### src/rtl/trc_pkg.sv
// types and constants shared by the three-rotor cipher modules
`timescale 1ns / 1ps
`default_nettype none

package trc_pkg;

   localparam int ALPHA_SIZE = 26;
   localparam int NUM_ROTORS = 3;
   localparam int IDX_W      = 5;

   localparam logic OP_LOAD = 1'b0;
   localparam logic OP_CHAR = 1'b1;

   localparam logic [7:0] LOWER_FIRST = 8'd97;
   localparam logic [7:0] LOWER_LAST  = 8'd122;
   localparam logic [7:0] UPPER_FIRST = 8'd65;
   localparam logic [7:0] UPPER_LAST  = 8'd90;

   localparam logic [IDX_W-1:0] LAST_LETTER = IDX_W'(ALPHA_SIZE - 1);

   typedef struct packed {
      logic                                  opcode;
      logic                                  letter;
      logic                                  upper;
      logic [7:0]                            char_raw;
      logic [1:0]                            sel;
      logic [IDX_W-1:0]                      idx;
      logic [IDX_W-1:0]                      val;
      logic [IDX_W-1:0]                      data;
      logic [NUM_ROTORS-1:0][IDX_W-1:0]      offs;
   } item_type;

endpackage

`default_nettype wire

### src/rtl/trc_front.sv
// request decode and rotor offset odometer
`timescale 1ns / 1ps
`default_nettype none

module trc_front (
   input  wire logic                          clock,
   input  wire logic                          reset,
   input  wire logic                          take,
   input  wire logic                          opcode,
   input  wire logic [1:0]                    rotor_select,
   input  wire logic [trc_pkg::IDX_W-1:0]     entry_index,
   input  wire logic [trc_pkg::IDX_W-1:0]     entry_value,
   input  wire logic [7:0]                    char_in,
   output trc_pkg::item_type                  item
);

   logic [trc_pkg::IDX_W-1:0] off1_ff, off2_ff, off3_ff;
   logic [trc_pkg::IDX_W-1:0] off1_in, off2_in, off3_in;
   logic                      is_lower, is_upper, step;
   logic [trc_pkg::IDX_W-1:0] diff;
   logic                      wrap1, wrap2;

   assign is_lower = (char_in >= trc_pkg::LOWER_FIRST) && (char_in <= trc_pkg::LOWER_LAST);
   assign is_upper = (char_in >= trc_pkg::UPPER_FIRST) && (char_in <= trc_pkg::UPPER_LAST);
   assign diff     = trc_pkg::IDX_W'(char_in - (is_upper ? trc_pkg::UPPER_FIRST
                                                         : trc_pkg::LOWER_FIRST));
   assign step     = take && (opcode == trc_pkg::OP_CHAR) && (is_lower || is_upper);
   assign wrap1    = (off1_ff == trc_pkg::LAST_LETTER);
   assign wrap2    = (off2_ff == trc_pkg::LAST_LETTER);

   always_comb begin
      off1_in = off1_ff;
      off2_in = off2_ff;
      off3_in = off3_ff;
      if (step) begin
         off1_in = wrap1 ? '0 : off1_ff + 1'b1;
         if (wrap1) begin
            off2_in = wrap2 ? '0 : off2_ff + 1'b1;
            if (wrap2) begin
               off3_in = (off3_ff == trc_pkg::LAST_LETTER) ? '0 : off3_ff + 1'b1;
            end
         end
      end
   end

   always_ff @(posedge clock) begin
      if (reset) begin
         off1_ff <= '0;
         off2_ff <= '0;
         off3_ff <= '0;
      end else begin
         off1_ff <= off1_in;
         off2_ff <= off2_in;
         off3_ff <= off3_in;
      end
   end

   always_comb begin
      item          = '0;
      item.opcode   = opcode;
      item.letter   = is_lower || is_upper;
      item.upper    = is_upper;
      item.char_raw = char_in;
      item.sel      = rotor_select;
      item.idx      = entry_index;
      item.val      = (entry_value >= trc_pkg::IDX_W'(trc_pkg::ALPHA_SIZE))
                      ? entry_value - trc_pkg::IDX_W'(trc_pkg::ALPHA_SIZE) : entry_value;
      item.data     = diff;
      item.offs[0]  = off1_ff;
      item.offs[1]  = off2_ff;
      item.offs[2]  = off3_ff;
   end

endmodule

`default_nettype wire

### src/rtl/trc_rotor_cell.sv
// one rotor cell: table storage, offset lookup and a pipeline register
`timescale 1ns / 1ps
`default_nettype none

module trc_rotor_cell #(
   parameter int ROTOR_ID = 0
) (
   input  wire logic         clock,
   input  wire logic         reset,
   input  wire logic         in_valid,
   output logic              in_ready,
   input  trc_pkg::item_type in_item,
   output logic              out_valid,
   input  wire logic         out_ready,
   output trc_pkg::item_type out_item
);

   localparam bit LAST_CELL = (ROTOR_ID == trc_pkg::NUM_ROTORS - 1);

   logic [trc_pkg::IDX_W-1:0] rotor_ff [trc_pkg::ALPHA_SIZE];
   logic                      valid_ff, valid_in;
   trc_pkg::item_type         item_ff, item_in;
   logic                      take, keep, is_write;
   logic [trc_pkg::IDX_W:0]   sum;
   logic [trc_pkg::IDX_W-1:0] pos;

   assign in_ready = !valid_ff || out_ready;
   assign take     = in_valid && in_ready;
   assign keep     = !LAST_CELL || (in_item.opcode == trc_pkg::OP_CHAR);
   assign is_write = take && (in_item.opcode == trc_pkg::OP_LOAD)
                     && (in_item.sel == 2'(ROTOR_ID))
                     && (in_item.idx < trc_pkg::IDX_W'(trc_pkg::ALPHA_SIZE));

   assign sum = {1'b0, in_item.data} + {1'b0, in_item.offs[ROTOR_ID]};
   assign pos = (sum >= (trc_pkg::IDX_W+1)'(trc_pkg::ALPHA_SIZE))
                ? trc_pkg::IDX_W'(sum - (trc_pkg::IDX_W+1)'(trc_pkg::ALPHA_SIZE))
                : sum[trc_pkg::IDX_W-1:0];

   always_comb begin
      item_in = in_item;
      if (in_item.opcode == trc_pkg::OP_CHAR && in_item.letter) begin
         item_in.data = rotor_ff[pos];
      end
   end

   always_comb begin
      if (take) begin
         valid_in = keep;
      end else if (out_ready) begin
         valid_in = 1'b0;
      end else begin
         valid_in = valid_ff;
      end
   end

   always_ff @(posedge clock) begin
      if (reset) begin
         valid_ff <= 1'b0;
      end else begin
         valid_ff <= valid_in;
      end
   end

   always_ff @(posedge clock) begin
      if (take) begin
         item_ff <= item_in;
      end
   end

   always_ff @(posedge clock) begin
      if (is_write) begin
         rotor_ff[in_item.idx] <= in_item.val;
      end
   end

   assign out_valid = valid_ff;
   assign out_item  = item_ff;

endmodule

`default_nettype wire

### src/rtl/three_rotor_cipher_unit.sv
// top level of the three-rotor substitution cipher
`timescale 1ns / 1ps
`default_nettype none

// Accepts one request per cycle unless req_stall is high. A load request writes
// one entry of one rotor table and gives no response; a character request gives
// exactly one response, in request order. Requests flow through a chain of three
// rotor cells, each owning one rotor table and a pipeline register, so a response
// passes the pipeline registers of cells 0, 1 and 2 in turn before it is presented,
// and is held in the last cell while the response side stalls. Each cell passes
// one request per cycle through its pipeline register while the next cell is ready.
// The rotor offsets step as each letter is taken, and a load is seen by every
// character request taken after it.
module three_rotor_cipher_unit (
   input  wire logic       clock,
   input  wire logic       reset,
   input  wire logic       req_valid,
   output logic            req_stall,
   input  wire logic       req_opcode,
   input  wire logic [1:0] req_rotor_select,
   input  wire logic [4:0] req_entry_index,
   input  wire logic [4:0] req_entry_value,
   input  wire logic [7:0] req_char_in,
   output logic            rsp_valid,
   input  wire logic       rsp_stall,
   output logic [7:0]      rsp_char_out
);

   trc_pkg::item_type                  front_item;
   trc_pkg::item_type                  link_item  [trc_pkg::NUM_ROTORS+1];
   logic [trc_pkg::NUM_ROTORS:0]       link_valid;
   logic [trc_pkg::NUM_ROTORS:0]       link_ready;
   logic                               take;
   trc_pkg::item_type                  last_item;
   logic [7:0]                         base;

   assign take          = req_valid && link_ready[0];
   assign req_stall     = !link_ready[0];
   assign link_valid[0] = req_valid;
   assign link_item[0]  = front_item;

   trc_front u_front (
      .clock        (clock),
      .reset        (reset),
      .take         (take),
      .opcode       (req_opcode),
      .rotor_select (req_rotor_select),
      .entry_index  (req_entry_index),
      .entry_value  (req_entry_value),
      .char_in      (req_char_in),
      .item         (front_item)
   );

   for (genvar g = 0; g < trc_pkg::NUM_ROTORS; g++) begin : g_cell
      trc_rotor_cell #(
         .ROTOR_ID (g)
      ) u_cell (
         .clock     (clock),
         .reset     (reset),
         .in_valid  (link_valid[g]),
         .in_ready  (link_ready[g]),
         .in_item   (link_item[g]),
         .out_valid (link_valid[g+1]),
         .out_ready (link_ready[g+1]),
         .out_item  (link_item[g+1])
      );
   end

   assign link_ready[trc_pkg::NUM_ROTORS] = !rsp_stall;
   assign last_item = link_item[trc_pkg::NUM_ROTORS];
   assign rsp_valid = link_valid[trc_pkg::NUM_ROTORS];

   assign base         = last_item.upper ? trc_pkg::UPPER_FIRST : trc_pkg::LOWER_FIRST;
   assign rsp_char_out = last_item.letter ? base + {3'b000, last_item.data}
                                          : last_item.char_raw;

endmodule

`default_nettype wire
### config.mk
export PLATFORM = sky130hd
export DESIGN_NAME = three_rotor_cipher_unit
export DESIGN_NICKNAME = d
export VERILOG_FILES = /design/src/rtl/trc_pkg.sv /design/src/rtl/trc_front.sv /design/src/rtl/trc_rotor_cell.sv /design/src/rtl/three_rotor_cipher_unit.sv
export SDC_FILE = /design/constraint.sdc
export NUM_CORES = 1
export LEC_CHECK = 0
export BUFFER_PORTS_ARGS = -buffer_cell sky130_fd_sc_hd__buf_2
export CAP_MARGIN = 40
export CELL_PAD_IN_SITES_DETAIL_PLACEMENT = 1
export CELL_PAD_IN_SITES_GLOBAL_PLACEMENT = 1
export CORE_UTILIZATION = 40
export DETAILED_ROUTE_END_ITERATION = 7
export PLACE_DENSITY = 0.67
export SETUP_SLACK_MARGIN = 0.2
export SLEW_MARGIN = 0
export SYNTH_ARGS = -nofsm -noshare
export SYNTH_HDL_FRONTEND = slang
export SYNTH_SLANG_ARGS = --single-unit
export TNS_END_PERCENT = 10
### constraint.sdc
create_clock -name clock -period 15.9 [get_ports clock]
set_clock_uncertainty 0.15 [all_clocks]
set_input_delay 4.77 -clock clock [delete_from_list [all_inputs] [get_ports clock]]
set_output_delay 4.77 -clock clock [all_outputs]
set_load 0.01 [all_outputs]
After elaboration in Yosys (flattened, before gate mapping)

Memory sizes are Yosys's and may differ from the RTL's.
Index checks and enable logic that the tools add are counted.

Flip-flop bits (word level): 104
Latch bits: 0
RAM bits: 390
ROM bits: 0
Input port bits: 25
Output and inout bits: 10
Word-level logic and storage cells: 121
Memories: 3

Memories:

| memory                    | words | width | rd ports | clocked after memory_dff | write ports | line                 | source |
|---|---|---|---|---|---|---|---|
| g_cell[0].u_cell.rotor_ff | 26    | 5     | 1        | 0                        | 1           | trc_rotor_cell.sv:20 | `logic [trc_pkg::IDX_W-1:0] rotor_ff [trc_pkg::ALPHA_SIZE];` |
| g_cell[1].u_cell.rotor_ff | 26    | 5     | 1        | 0                        | 1           | trc_rotor_cell.sv:20 |  |
| g_cell[2].u_cell.rotor_ff | 26    | 5     | 1        | 0                        | 1           | trc_rotor_cell.sv:20 |  |

$add $sub $neg: 12
Multipliers: 0
Div/mod/pow operators: 0
Order comparisons: 11
Equality and inequality tests: 6
Shift operators: 0
Multiplexer cells: 24
Bitwise logic cells: 3
Reductions and logical operators: 33

Operators with widths:

| cell                  | count |
|---|---|
| $mux W5               | 10 |
| $sub A5 B5 Y5 const B | 5 |
| $logic_and A1 B1 Y1   | 19 |
| $add A5 B5 Y6         | 3 |
| $ge A6 B5 Y1 const B  | 3 |
| $ge A8 B7 Y1 const B  | 2 |
| $le A8 B7 Y1 const B  | 2 |
| $add A5 B1 Y5 const B | 3 |
| $eq A5 B5 Y1 const B  | 3 |
| $lt A5 B5 Y1 const B  | 3 |
| $mux W1               | 12 |
| $add A7 B5 Y8         | 1 |
| $mux W8               | 1 |
| $mux W6               | 1 |
| $ge A5 B5 Y1 const B  | 1 |
| $logic_not A1 Y1      | 5 |
| $logic_or A1 B1 Y1    | 4 |
| $reduce_bool A2 Y1    | 2 |
| $not A1 Y1            | 3 |
| $reduce_and A3 Y1     | 1 |
| $eq A2 B1 Y1 const B  | 1 |
| $eq A2 B2 Y1 const B  | 1 |
| $logic_not A2 Y1      | 1 |
| $ne A2 B1 Y1 const B  | 1 |
| $reduce_and A2 Y1     | 1 |

Longest topological paths before layout

Depth after elaboration: 10
Mapped depth: 17
Mapped depth without buffers: 15

Modules after synthesis

Synthesis repeated with hierarchy kept, for this count alone.

Cells, all modules: 1441
Area, all modules: 22694.3 µm²

By module, submodules not included:

| module                            | instances | cells an instance | area an instance (µm²) | sequential area each (µm²) |
|---|---|---|---|---|
| trc_rotor_cell (g_cell[2].u_cell) | 1         | 435               | 7101.8                 | 5215.0 |
| trc_rotor_cell (g_cell[1].u_cell) | 1         | 406               | 7044.3                 | 5215.0 |
| trc_rotor_cell (g_cell[0].u_cell) | 1         | 406               | 7038.0                 | 5215.0 |
| trc_front                         | 1         | 166               | 1323.8                 | 300.3 |
| three_rotor_cipher_unit           | 1         | 28                | 186.4                  | 0.0 |

Worst setup path after synthesis

No wires, ideal clock.

Path type: input to output
Start: input rsp_stall
End: output req_stall
Data arrival time: 5.111 ns
Data required time: 10.980 ns
Slack: 5.869 ns
Cell stages on the path: 3
Buffers on the path: 0
Cells stage by stage: and3_1 -> nand2_1 -> inv_1

Longest elaborated chain between the ends: 5

RTL lines:

| what                             | line                          | source |
|---|---|---|
| start: declaration               | three_rotor_cipher_unit.sv:25 | `input wire logic rsp_stall,` |
| $logic_not A1 Y1                 | three_rotor_cipher_unit.sv:69 | `assign link_ready[trc_pkg::NUM_ROTORS] = !rsp_stall;` |
| $logic_or A1 B1 Y1 (3 in series) | trc_rotor_cell.sv:27          | `assign in_ready = !valid_ff \|\| out_ready;` |
| $logic_not A1 Y1                 | three_rotor_cipher_unit.sv:38 | `assign req_stall = !link_ready[0];` |
| end: declaration                 | three_rotor_cipher_unit.sv:18 | `output logic req_stall,` |

No other way between the ends.

Final worst setup path

Ends and elaborated chain as after synthesis.

==> flow_summary.yaml <==
clock_network:
  postCtsSetupRepairBufs: 0
  cts_root_buf: "clkbuf_16"
  clk_latency_ns: 0.62
  cts_resized: 0
  ctsHtreeMaxLevel: 2
  cts_buffers: 52
  cts_sinks: 494
  clockBufferDepth: 3
  cts_tree: "yes"
  cts.clk_slew.worst_paths_ns: 0.05
  cts_hold_buf: 0
yosys:
  synth_top_cell_by_area: "edfxtp_1"
  synth_area_leaders: "edfxtp_1 69%, mux4_2 4.5%, mux2i_1 3.9%, nor2_1 2.7%, ha_1 1.8%"
  ys_warn_count: 0
  synth_cells: 1310
  synth.most_common_cell: "edfxtp_1"
  ys.flop_type: "edfxtp_1"
  ys_seq_area_frac: 0.710
  yosysUniqueCellTypes: 78
  netlist_top_cells_count: "476 x edfxtp_1, 147 x nor2_1, 80 x mux2i_1"
  synth.cell_area_um2: 20600
  synth_seq_cells: 494
  synth_top_area_frac: 0.693
  ys_async_sr_fraction: 0
  synth_edf_count: 476
  postSynthAreaPerCell_um2: 15.8
  syn_nets: 1367
place:
  dp_slack_ns: 5.46
  dpl_cell_area_um2: 21800
  io_buffers: 34
  hpwl_mm: 32.0
  gp_congestion: 0.832
timing:
  setup_violations: 0
  rsz0062_at_grt: "no"
  worst_pin_slew_ns: 0.904
  slew_viol_final: 0
  fin_setup_tns_ns: 0
  fin_crit_ns: 10.44
  holdWs_ns: 0.267
  hold_viol: 0
  setup_ws_ns: 5.46
  maxSlewHeadroom: 0.397
  timing.fmax_mhz: 95.8
  fin_crit_sh: 0.656
cells_and_area:
  seq_area_um2: 14700
  fin_area_um2: 23500
  finalNetCount: 1444
  fill_cells: 4924
  multiInputGateArea_um2: 5760
  insertedDiodeCount: 0
  drive_gt1_frac: 0.152
  syn2layout_area_growth_pct: 13.7
flow_run:
  maxCapViolCount: 0
global_route:
  antenna_found_initial: 0
  first_global_vias: 12300
  grt_pass1_wl_mm: 73.0
  grt.total_usage: 0.182
  grt_overflow_total: 0
  grt_max_degree: 46
critical_path:
  cpPeakStageDelay_ns: 0.27
  cp_common_cell: "buf_2"
  cp_slowest_cell: "and3_1"
  crit_arrival_ns: 5.52
  worstPathMaxFanout: 3
  path_cells: "buf_2 > and3_1 > nand2_1 > inv_1 > buf_2"
  cp-end-kind: "primary output"
  cp.required_ns: 10.98
  crit_type: "in2out"
  cp-start-kind: "input port"
drt:
  num_vias: 11400
  drc: 0
  wl_mm: 47.1
  drt_pass1_iterations: 5
  vias_per_cell: 5.46
  ant_nets: 0
  wire_per_inst_um: 22.5
  initialDrtViolationCount: 840
hold_path:
  min_path_type: "reg2reg"
status:
  status: "finished, final reports clean"
pwr:
  p_per_area_nw_per_um2: 131
  vdd_drop_max_mv: 0.0761
  power.leakage_nw: 7.70
  total_power_w: 0.00308
floorplan:
  core_area_um2: 50500
  start_util: 0.409
  die_area_um2: 52500
  die_w_um: 229
  dieHeight_um: 229
  ios: 35
  rows: 82
[flip-flops by register name, indices dropped and copies added, names as in the netlist]
| name | count |
|---|---|
| g_cell.u_cell.out_item | 86 |
| g_cell.u_cell.out_valid | 3 |
| g_cell.u_cell.rotor_ff | 390 |
| u_front.off1_ff | 5 |
| u_front.off2_ff | 5 |
| u_front.off3_ff | 5 |
[final timing paths]
check                           slack (ns)                     startpoint  cells after the start                       endpoint
worst max-delay path                  5.46                      rsp_stall                      5                      req_stall
worst min-delay path                  0.27  g_cell[0].u_cell.out_item[39]                      0  g_cell[1].u_cell.out_item[39]
worst max register to register       11.20  g_cell[0].u_cell.out_item[15]                     14  g_cell[1].u_cell.out_item[16]
worst min register to register        0.27  g_cell[0].u_cell.out_item[39]                      0  g_cell[1].u_cell.out_item[39]
[where the power goes]
group	switching [W]	internal, W
clock	0.000500	0.000643
combinational	0.000284	0.000193
sequential	0.0000147	0.00144
[cells by family after synthesis]
| kind of cell | after synthesis | synth area share |
|---|---|---|
| AOI/OAI and AO/OA | 173 | 0.0647 |
| xor gates and xnor gates | 28 | 0.0133 |
| adders and majority gates | 32 | 0.0205 |
| buffers and inverters | 73 | 0.0144 |
| DFF | 494 | 0.710 |
| muxes | 133 | 0.0909 |
| and+or+nand+nor | 377 | 0.0861 |
[metrics by stage]
step	utilization	std cells
floorplan	-	1310
global placement	0.429	1993
detailed placement	0.433	2003
CTS	0.464	2095
global route	0.465	2097
finish	0.465	2097
[per-layer routing]
| layer | GRT usage | up-vias | part of all wire |
|---|---|---|---|
| met1 | 0.243 | 5867 | 0.45 |
| li1 | - | 5260 | - |
| met5 | 0 | - | 0 |
| met2 | 0.301 | 238 | 0.48 |
| met4 | 0.0517 | 0 | 0.023 |
| met3 | 0.0382 | 79 | 0.047 |
[worst max-delay path: cells and delay by family]
kind / cells / cell delay [ns]
simple gates: 2 / 0.39
buf+inv: 3 / 0.37
[placed cells by master (no fill, tap or decap), types with 12 or more instances in the layout]
cell type,instances
clkbuf_16,55
buf_2,34
dfxtp_1,18
inv_1,32
nor2_1,147
nor2b_1,15
nand4_1,20
mux2i_1,79
clkinv_1,14
xor2_1,14
nand2b_1,23
nand3_1,30
o21ai_0,18
nor3_1,16
buf_4,16
nand2_1,76
o211ai_1,25
a21oi_1,23
a32oi_1,12
a211oi_1,14
edfxtp_1,476
ha_1,29
mux4_2,41
[layout make-up]
class                           count  area share
Sequential cell                   494       0.624
Multi-Input combinational cell    743       0.245
Clock buffer                       61      0.0578
Tap cell                          672      0.0358
Timing Repair Buffer               62      0.0216
Clock inverter                     31     0.00986
Inverter                           34     0.00544
Note: power is estimated with default switching activity, not from simulation.
